[src/hdl/assert_macros.svh]
// Assertion macros shared by the palette lookup pixel doubler modules.
// Each macro expects a clock named clock and a synchronous reset named reset.
`ifndef ASSERT_MACROS_SVH
`define ASSERT_MACROS_SVH
`ifndef NO_ASSERTIONS
// Checks a property on every clock edge outside reset.
`define PLPD_ASSERT(label, prop, msg) \
   label: assert property (@(posedge clock) disable iff (reset) (prop)) else $error(msg);
// Checks that a condition implies another one on the following clock edge.
`define PLPD_ASSERT_NEXT(label, cond, nxt, msg) \
   label: assert property (@(posedge clock) disable iff (reset) (cond) |=> (nxt)) \
      else $error(msg);
`else
`define PLPD_ASSERT(label, prop, msg)
`define PLPD_ASSERT_NEXT(label, cond, nxt, msg)
`endif
`endif

[src/hdl/plpd_pkg.sv]
// Package of the palette lookup pixel doubler: widths, codes and shared types.
// Used by the channel interfaces and by every module of the block.
`default_nettype none

package plpd_pkg;

   // Source frame and palette sizes.
   localparam int SRC_WIDTH       = 320;
   localparam int SRC_HEIGHT      = 240;
   localparam int PALETTE_ENTRIES = 4096;

   // Field widths.
   localparam int INDEX_W   = 12;
   localparam int COLOR_W   = 15;
   localparam int CHAN_W    = 5;
   localparam int BYTE_W    = 8;
   localparam int COORD_W   = 10;
   localparam int COL_W     = 9;
   localparam int ROW_W     = 8;
   localparam int SUB_W     = 2;
   localparam int ADDR_W    = $clog2(PALETTE_ENTRIES);

   // Configuration port.
   localparam int CSR_INDEX_W = 2;
   localparam int CSR_DATA_W  = COORD_W;
   localparam logic [CSR_INDEX_W-1:0] CSR_ORIGIN_X      = 2'd0;
   localparam logic [CSR_INDEX_W-1:0] CSR_ORIGIN_Y      = 2'd1;
   localparam logic [CSR_INDEX_W-1:0] CSR_SWAP_RED_BLUE = 2'd2;

   // Item modes.
   localparam logic MODE_WRITE = 1'b0;
   localparam logic MODE_PIXEL = 1'b1;

   // Last column and row of the source frame.
   localparam logic [COL_W-1:0] COL_LAST = COL_W'(SRC_WIDTH - 1);
   localparam logic [ROW_W-1:0] ROW_LAST = ROW_W'(SRC_HEIGHT - 1);

   // Palette access for one transaction.
   typedef struct packed {
      logic               wr_en;
      logic               rd_en;
      logic [INDEX_W-1:0] index;
      logic [COLOR_W-1:0] color;
   } pal_req_type;

   // One looked-up pixel handed to the output stage.
   typedef struct packed {
      logic [COORD_W-1:0] base_x;
      logic [COORD_W-1:0] base_y;
      logic [COLOR_W-1:0] color;
      logic               swap;
   } blk_type;

endpackage

`default_nettype wire

[src/hdl/plpd_rsp_if.sv]
// Result channel of the palette lookup pixel doubler: a 2x2 block of four output pixels per pixel pen.
// Depends on plpd_pkg for the field widths.
`default_nettype none

interface plpd_rsp_if;
   logic                          valid;
   logic                          ready;
   logic [plpd_pkg::COORD_W-1:0]  out_x;
   logic [plpd_pkg::COORD_W-1:0]  out_y;
   logic [plpd_pkg::BYTE_W-1:0]   first_byte;
   logic [plpd_pkg::BYTE_W-1:0]   second_byte;
   logic [plpd_pkg::BYTE_W-1:0]   third_byte;
   logic                          last;

   modport source (output valid, out_x, out_y, first_byte, second_byte, third_byte, last,
                   input ready);
   modport sink (input valid, out_x, out_y, first_byte, second_byte, third_byte, last,
                 output ready);
endinterface

`default_nettype wire

[src/hdl/plpd_emit.sv]
// Output stage: widens one looked-up colour and sends the four pixels of its 2x2 block.
// Depends on plpd_pkg, plpd_rsp_if and assert_macros.svh.
`default_nettype none
`include "assert_macros.svh"

module plpd_emit (
   input  logic                clock,
   input  logic                reset,
   input  plpd_pkg::blk_type   blk,
   input  logic                load_en,
   output logic                can_load,
   plpd_rsp_if.source          rsp_bus
);

   localparam logic [plpd_pkg::SUB_W-1:0] LAST_SUB = 2'd3;

   logic                          valid_ff, valid_in;
   logic [plpd_pkg::SUB_W-1:0]    cnt_ff, cnt_in;
   logic [plpd_pkg::COORD_W-1:0]  x_ff, y_ff;
   logic [plpd_pkg::BYTE_W-1:0]   first_ff, second_ff, third_ff;
   logic [plpd_pkg::BYTE_W-1:0]   red, green, blue;
   logic                          fire, at_last;

   // Widens a 5-bit channel to 8 bits by repeating its top bits.
   function automatic logic [plpd_pkg::BYTE_W-1:0] widen5(
      input logic [plpd_pkg::CHAN_W-1:0] v
   );
      return {v, v[plpd_pkg::CHAN_W-1:plpd_pkg::CHAN_W-3]};
   endfunction

   always_comb begin
      red   = widen5(blk.color[14:10]);
      green = widen5(blk.color[9:5]);
      blue  = widen5(blk.color[4:0]);
   end

   // The stage frees up when idle or when the last pixel of its block leaves.
   always_comb begin
      fire     = valid_ff && rsp_bus.ready;
      at_last  = cnt_ff == LAST_SUB;
      can_load = !valid_ff || (fire && at_last);
   end

   always_comb begin
      valid_in = valid_ff;
      cnt_in   = cnt_ff;
      if (fire) begin
         if (at_last) begin
            valid_in = 1'b0;
            cnt_in   = '0;
         end else begin
            cnt_in = cnt_ff + 1'b1;
         end
      end
      if (load_en) begin
         valid_in = 1'b1;
         cnt_in   = '0;
      end
   end

   always_ff @(posedge clock) begin
      if (reset) begin
         valid_ff <= 1'b0;
         cnt_ff   <= '0;
      end else begin
         valid_ff <= valid_in;
         cnt_ff   <= cnt_in;
      end
   end

   // Block payload, captured when a new pixel enters the stage.
   always_ff @(posedge clock) begin
      if (load_en) begin
         x_ff      <= blk.base_x;
         y_ff      <= blk.base_y;
         first_ff  <= blk.swap ? blue : red;
         second_ff <= green;
         third_ff  <= blk.swap ? red : blue;
      end
   end

   // Pixel order is top-left, top-right, bottom-left, bottom-right.
   always_comb begin
      rsp_bus.valid       = valid_ff;
      rsp_bus.out_x       = x_ff + plpd_pkg::COORD_W'(cnt_ff[0]);
      rsp_bus.out_y       = y_ff + plpd_pkg::COORD_W'(cnt_ff[1]);
      rsp_bus.first_byte  = first_ff;
      rsp_bus.second_byte = second_ff;
      rsp_bus.third_byte  = third_ff;
      rsp_bus.last        = at_last;
   end

   `PLPD_ASSERT(a_load_only_when_free, load_en |-> can_load, "block loaded over a busy stage")
   `PLPD_ASSERT(a_idle_count_zero, !valid_ff |-> cnt_ff == '0, "pixel count not zero when idle")
   `PLPD_ASSERT_NEXT(a_stall_holds_count, valid_ff && !rsp_bus.ready,
                     valid_ff && cnt_ff == $past(cnt_ff), "stalled block lost its position")

endmodule

`default_nettype wire

[src/flat_wrapper.sv]
// flat-port wrapper written by rule: the top's interface ports become plain ports
module plpd_emit_flat 
  (clock, reset, blk, load_en, can_load, rsp_bus_valid, rsp_bus_out_x, rsp_bus_out_y, rsp_bus_first_byte, rsp_bus_second_byte, rsp_bus_third_byte, rsp_bus_last, rsp_bus_ready);
  plpd_rsp_if rsp_bus_i ();
  input  logic clock;
  input  logic reset;
  input  plpd_pkg::blk_type blk;
  input  logic load_en;
  output logic can_load;
  output wire logic [$bits(rsp_bus_i.valid)-1:0] rsp_bus_valid;
  output wire logic [$bits(rsp_bus_i.out_x)-1:0] rsp_bus_out_x;
  output wire logic [$bits(rsp_bus_i.out_y)-1:0] rsp_bus_out_y;
  output wire logic [$bits(rsp_bus_i.first_byte)-1:0] rsp_bus_first_byte;
  output wire logic [$bits(rsp_bus_i.second_byte)-1:0] rsp_bus_second_byte;
  output wire logic [$bits(rsp_bus_i.third_byte)-1:0] rsp_bus_third_byte;
  output wire logic [$bits(rsp_bus_i.last)-1:0] rsp_bus_last;
  input wire logic [$bits(rsp_bus_i.ready)-1:0] rsp_bus_ready;
  assign rsp_bus_valid = rsp_bus_i.valid;
  assign rsp_bus_out_x = rsp_bus_i.out_x;
  assign rsp_bus_out_y = rsp_bus_i.out_y;
  assign rsp_bus_first_byte = rsp_bus_i.first_byte;
  assign rsp_bus_second_byte = rsp_bus_i.second_byte;
  assign rsp_bus_third_byte = rsp_bus_i.third_byte;
  assign rsp_bus_last = rsp_bus_i.last;
  assign rsp_bus_i.ready = rsp_bus_ready;
  plpd_emit u_core (.clock(clock), .reset(reset), .blk(blk), .load_en(load_en), .can_load(can_load), .rsp_bus(rsp_bus_i));
endmodule
[config.mk]
export PLATFORM = sky130hd
export DESIGN_NAME = plpd_emit_flat
export DESIGN_NICKNAME = d
export VERILOG_FILES = /design/src/hdl/plpd_pkg.sv /design/src/hdl/plpd_rsp_if.sv /design/src/hdl/plpd_emit.sv /design/src/flat_wrapper.sv
export VERILOG_INCLUDE_DIRS = /design/src /design/src/hdl
export SDC_FILE = /design/constraint.sdc
export NUM_CORES = 1
export LEC_CHECK = 0
export BUFFER_PORTS_ARGS = -buffer_cell sky130_fd_sc_hd__buf_4
export CAP_MARGIN = 15
export CORE_UTILIZATION = 35
export DETAILED_ROUTE_END_ITERATION = 10
export PLACE_DENSITY = 0.62
export SKIP_CTS_REPAIR_TIMING = 1
export SYNTH_ARGS = -nofsm -noshare
export SYNTH_HDL_FRONTEND = slang
export SYNTH_SLANG_ARGS = --single-unit
[constraint.sdc]
create_clock -name clock -period 2.75 [get_ports clock]
set_clock_uncertainty 0.05 [all_clocks]
set_input_delay 0.825 -clock clock [delete_from_list [all_inputs] [get_ports clock]]
set_output_delay 0.825 -clock clock [all_outputs]
set_load 0.02 [all_outputs]
==> flow_results.org <==
** Timing
- The final count of hold timing violations came to 0.
- For the final routed database, the setup TNS stands at 0 ps.
- The total count of max-transition violations in the final report was 0.
- Relative slew slack :: 68.1%
- Once routing completed, OpenROAD measured the worst setup slack at 269 ps.
- Smallest hold slack :: 502 ps
- Max Clk Rate :: 403 MHz
- Setup violations remaining at the end of the flow were counted as 0.
- The worst path needs 2480 ps of the cycle, external delays included.
- RSZ-0062 raised after global routing :: no
- At the pin with the least slew margin, the transition time is 479 ps.
- Portion of the clock cycle consumed by the worst path in the final layout :: 90.2%

** Die
- Number of core rows :: 24
- Boundary Pins :: 87
- The floorplan step defined a core boundary enclosing 4470 sq um.
- From bottom edge to top edge, the die measures 71.3 microns.
- Die area :: 5090 sq um
- Effective utilization at floorplan :: 37.6%
- Die extent in x :: 71.3 microns

** Run
- Number of violations of the max-capacitance limit :: 0

** Critical path
- STA classifies the critical path endpoint as a primary output.
- Measured in cells, the most critical reg-to-reg path has a length of 4.
- Cell mode on critical path :: sky130_fd_sc_hd__ha_1
- Origin of the critical flop-to-flop path :: u_core.cnt_ff[0]$_SDFFE_PP0P_
- Walking the worst path, the cells encountered are ha_1 -> ha_1 -> nand4_1 -> xnor2_1 -> buf_4.
- Top Family by Delay on Critical Path :: adder cells
- Together, buffers and inverters on the worst path number 1.
- For the worst setup path, the data arrival time is 1610 ps.
- Crit-path max FO :: 5
- Largest stage delay on the critical path :: 390 ps
- Register-to-register path setup slack :: 1680 ps
- CP max stage cell :: sky130_fd_sc_hd__dfxtp_1
- In this run the critical register-to-register path is captured at u_core.cnt_ff[0]$_SDFFE_PP0P_.
- The critical path starts at u_core.cnt_ff[0]$_SDFFE_PP0P_.
- Startpoint Class :: flip-flop
- Category of the critical setup timing path :: reg2out
- Data on the critical path is required at its endpoint by 1880 ps.

** Worst hold path
- Counting instances, the worst hold path has a depth of 2.
- In this run the worst hold path is classified as reg2reg.
- WHS Endpoint :: u_core.rsp_bus.valid$_SDFFE_PP0P_
- The worst hold path begins at u_core.rsp_bus.valid$_SDFFE_PP0P_.

** Synthesis
- Averaged over all synthesized cells, the footprint is 15.2 sq um.
- Synth top area share :: 62.5%
- For this run, asynchronously set or reset flops after synthesis account for 0%.
- Mapped Area :: 1680 sq um
- Count of flip-flops with a built-in enable after synthesis :: 35
- By count the netlist is led by sky130_fd_sc_hd__edfxtp_1 (35), sky130_fd_sc_hd__xnor2_1 (12), sky130_fd_sc_hd__mux2_2 (10).
- In the post-synthesis netlist, the biggest area contributors are sky130_fd_sc_hd__edfxtp_1 (62%), sky130_fd_sc_hd__mux2_2 (6.7%), sky130_fd_sc_hd__xnor2_1 (6.2%).
- sky130_fd_sc_hd__edfxtp_1 takes more of the synthesized area than any other cell.
- In the post-synthesis netlist, the cell with the most instances is sky130_fd_sc_hd__edfxtp_1.
- The synthesized netlist contains 20 unique library cells.
- During synthesis, Yosys emitted a total of 0 warnings.
- When the netlist entered floorplanning its net count stood at 156.
- Total of flip-flops plus latches after synthesis :: 38
- Cells after synthesis :: 111
- For this run, the leading register cell type out of synthesis is sky130_fd_sc_hd__edfxtp_1.
- Sequential element share of the synthesized area :: 66.0%

** Detailed routing
- The first routing iteration left 82 violations.
- Detailed-route DRC error count :: 5
- For this block, the via count after detailed routing is 1,188.
- DRT Wirelength :: 3370 microns
- Count of nets left with antenna violations after detail routing :: 0
- Before antenna repair, the detailed router went through 7 iterations.
- Dividing the detail-routed wire length by the instance count gives 13.7 microns.
- After detailed routing, the number of vias per cell comes to 4.81.

** GRT
- Global routing consumed, on the met1 layer, 16.2% of the routing resources.
- The first global-routing pass estimated 5490 microns of wire.
- Maximum number of pins on one net before global-route repair :: 39
- After global routing, the most crowded layer is met2.
- Global routing consumed, over all layers together, 14.4% of the routing resources.
- For this run, global-route usage on met3 was measured as 6.61%.
- The number of antenna violations at the first check in global routing was 0.
- In the global route stage, met2 resource usage came out at 23.6%.
- Number of global-route vias before repair :: 1,215
- Global routing finished with a remaining overflow of 0.

** Clock network
- TritonCTS built the clock tree.
- Clk Latency, worst-skew pair :: 280 ps
- Clock sink count :: 38
- # H-tree levels :: 2
- In this run, CTS created clock tree buffers numbering 5.
- The cell sitting at the root of the clock tree is a sky130_fd_sc_hd__clkbuf_8.
- Clock-pin slew was measured on the worst setup and hold paths at 70 ps.
- In this run the deepest clock path goes through 2 buffers.

** Cells and area
- Fraction of final layout cells with drive strength greater than 1 :: 54.4%
- The area growth from synthesis to layout is 43.3%.
- Nets :: 239
- 0 antenna diodes ended up in the layout.

** Place
- Routability-driven placement finished with a final weighted congestion of 0.793.
- Prior to clock tree synthesis, the placed netlist has a worst setup slack of 571 ps.
- Post-DP HPWL :: 2580 microns
- Port Buffer Count :: 86

** Run status
- The run finished, with violations left.
- Failing checks :: DRC

** Power
- Across the VDD grid, the largest voltage drop is 0.279 mV.
- Static leakage :: 1.03 nW
- Power spread over the standard cell area amounts to 563 nW/um^2.
[placed cells by master, fill, tap and decap left out, drive strengths merged]
| cell | count |
|---|---|
| dfxtp | 3 |
| mux2 | 10 |
| xor2 | 4 |
| edfxtp | 35 |
| nor2 | 3 |
| nand2 | 6 |
| clkinv | 1 |
| a21oi | 1 |
| ha | 5 |
| nand4 | 5 |
| nor3 | 3 |
| and4 | 2 |
| nand3 | 7 |
| clkbuf | 7 |
| mux2i | 2 |
| buf | 86 |
| and3 | 3 |
| xnor2 | 12 |
[area by class of cell]
type                       instances  area, sq um
fill                             381         2060
sequential                        38         1110
timing repair buffer              86          646
multi-input combinational         63          499
clock buffer                       7         86.3
tap                               52         65.1
clock inverter                     1         5.00
[report_power, final]
group | total [mW] | internal, mW | switching [mW] | leakage, nW
registers | 0.715 | 0.684 | 0.0307 | 0.367
logic | 0.259 | 0.130 | 0.130 | 0.611
clock network | 0.385 | 0.202 | 0.182 | 0.0482
total | 1.36 | 1.02 | 0.343 | 1.03
[worst max-delay path by stage]
| stage | end | slack (ps) | cells past startpoint |
|---|---|---|---|
| after floorplan | rsp_bus_out_x[8] | 580 | 4 |
| after global placement | rsp_bus_out_x[8] | 620 | 5 |
| after detailed placement | rsp_bus_out_x[8] | 570 | 5 |
| after CTS | rsp_bus_out_x[8] | 250 | 5 |
| after global routing | rsp_bus_out_x[8] | 130 | 5 |
| final | rsp_bus_out_x[8] | 270 | 5 |
[layer usage]
layer	wire length [microns]	share of wire [%]
met1	1300	38
met5	0	0
met3	364	11
met4	71	2.1
met2	1640	49
[cells by family (layout without fill, tap and decap cells)]
logic type               count (synthesis)  in the layout  synth area share [%]
multiplexers                            12             12                  7.88
XOR/XNOR                                16             16                  8.33
AND/OR/NAND/NOR                         29             29                  9.44
AO/OA/AOI/OAI                            1              1                 0.297
flip-flops                              38             38                  66.0
buffers and inverters                   10             94                  4.31
adder cells (fa/ha/maj)                  5              5                  3.72
[registers in the layout (all words and copies together) (netlist names)]
name,flops
u_core.rsp_bus.second_byte,5
u_core.rsp_bus.third_byte,5
u_core.x_ff,10
u_core.cnt_ff,2
u_core.rsp_bus.valid,1
u_core.rsp_bus.first_byte,5
u_core.y_ff,10
[per-stage QoR]
step                util (%)  total power [mW]  cells  instance area [sq um]
floorplan                  -             0.855    111                   1680
global placement        51.9             0.985    239                   2320
detailed placement      51.9             0.990    239                   2320
CTS                     53.9              1.38    247                   2410
global route            53.9              1.42    247                   2410
finish                  53.9              1.36    247                   2410
[worst reg2reg max path: stages (launching register included)]
cell and delay, ps:
sky130_fd_sc_hd__dfxtp_1 390, sky130_fd_sc_hd__ha_1 230, sky130_fd_sc_hd__nor2_1 70, sky130_fd_sc_hd__mux2i_1 150
sky130_fd_sc_hd__nor3_1 60
No activity file was read; power rests on OpenSTA's default activity.
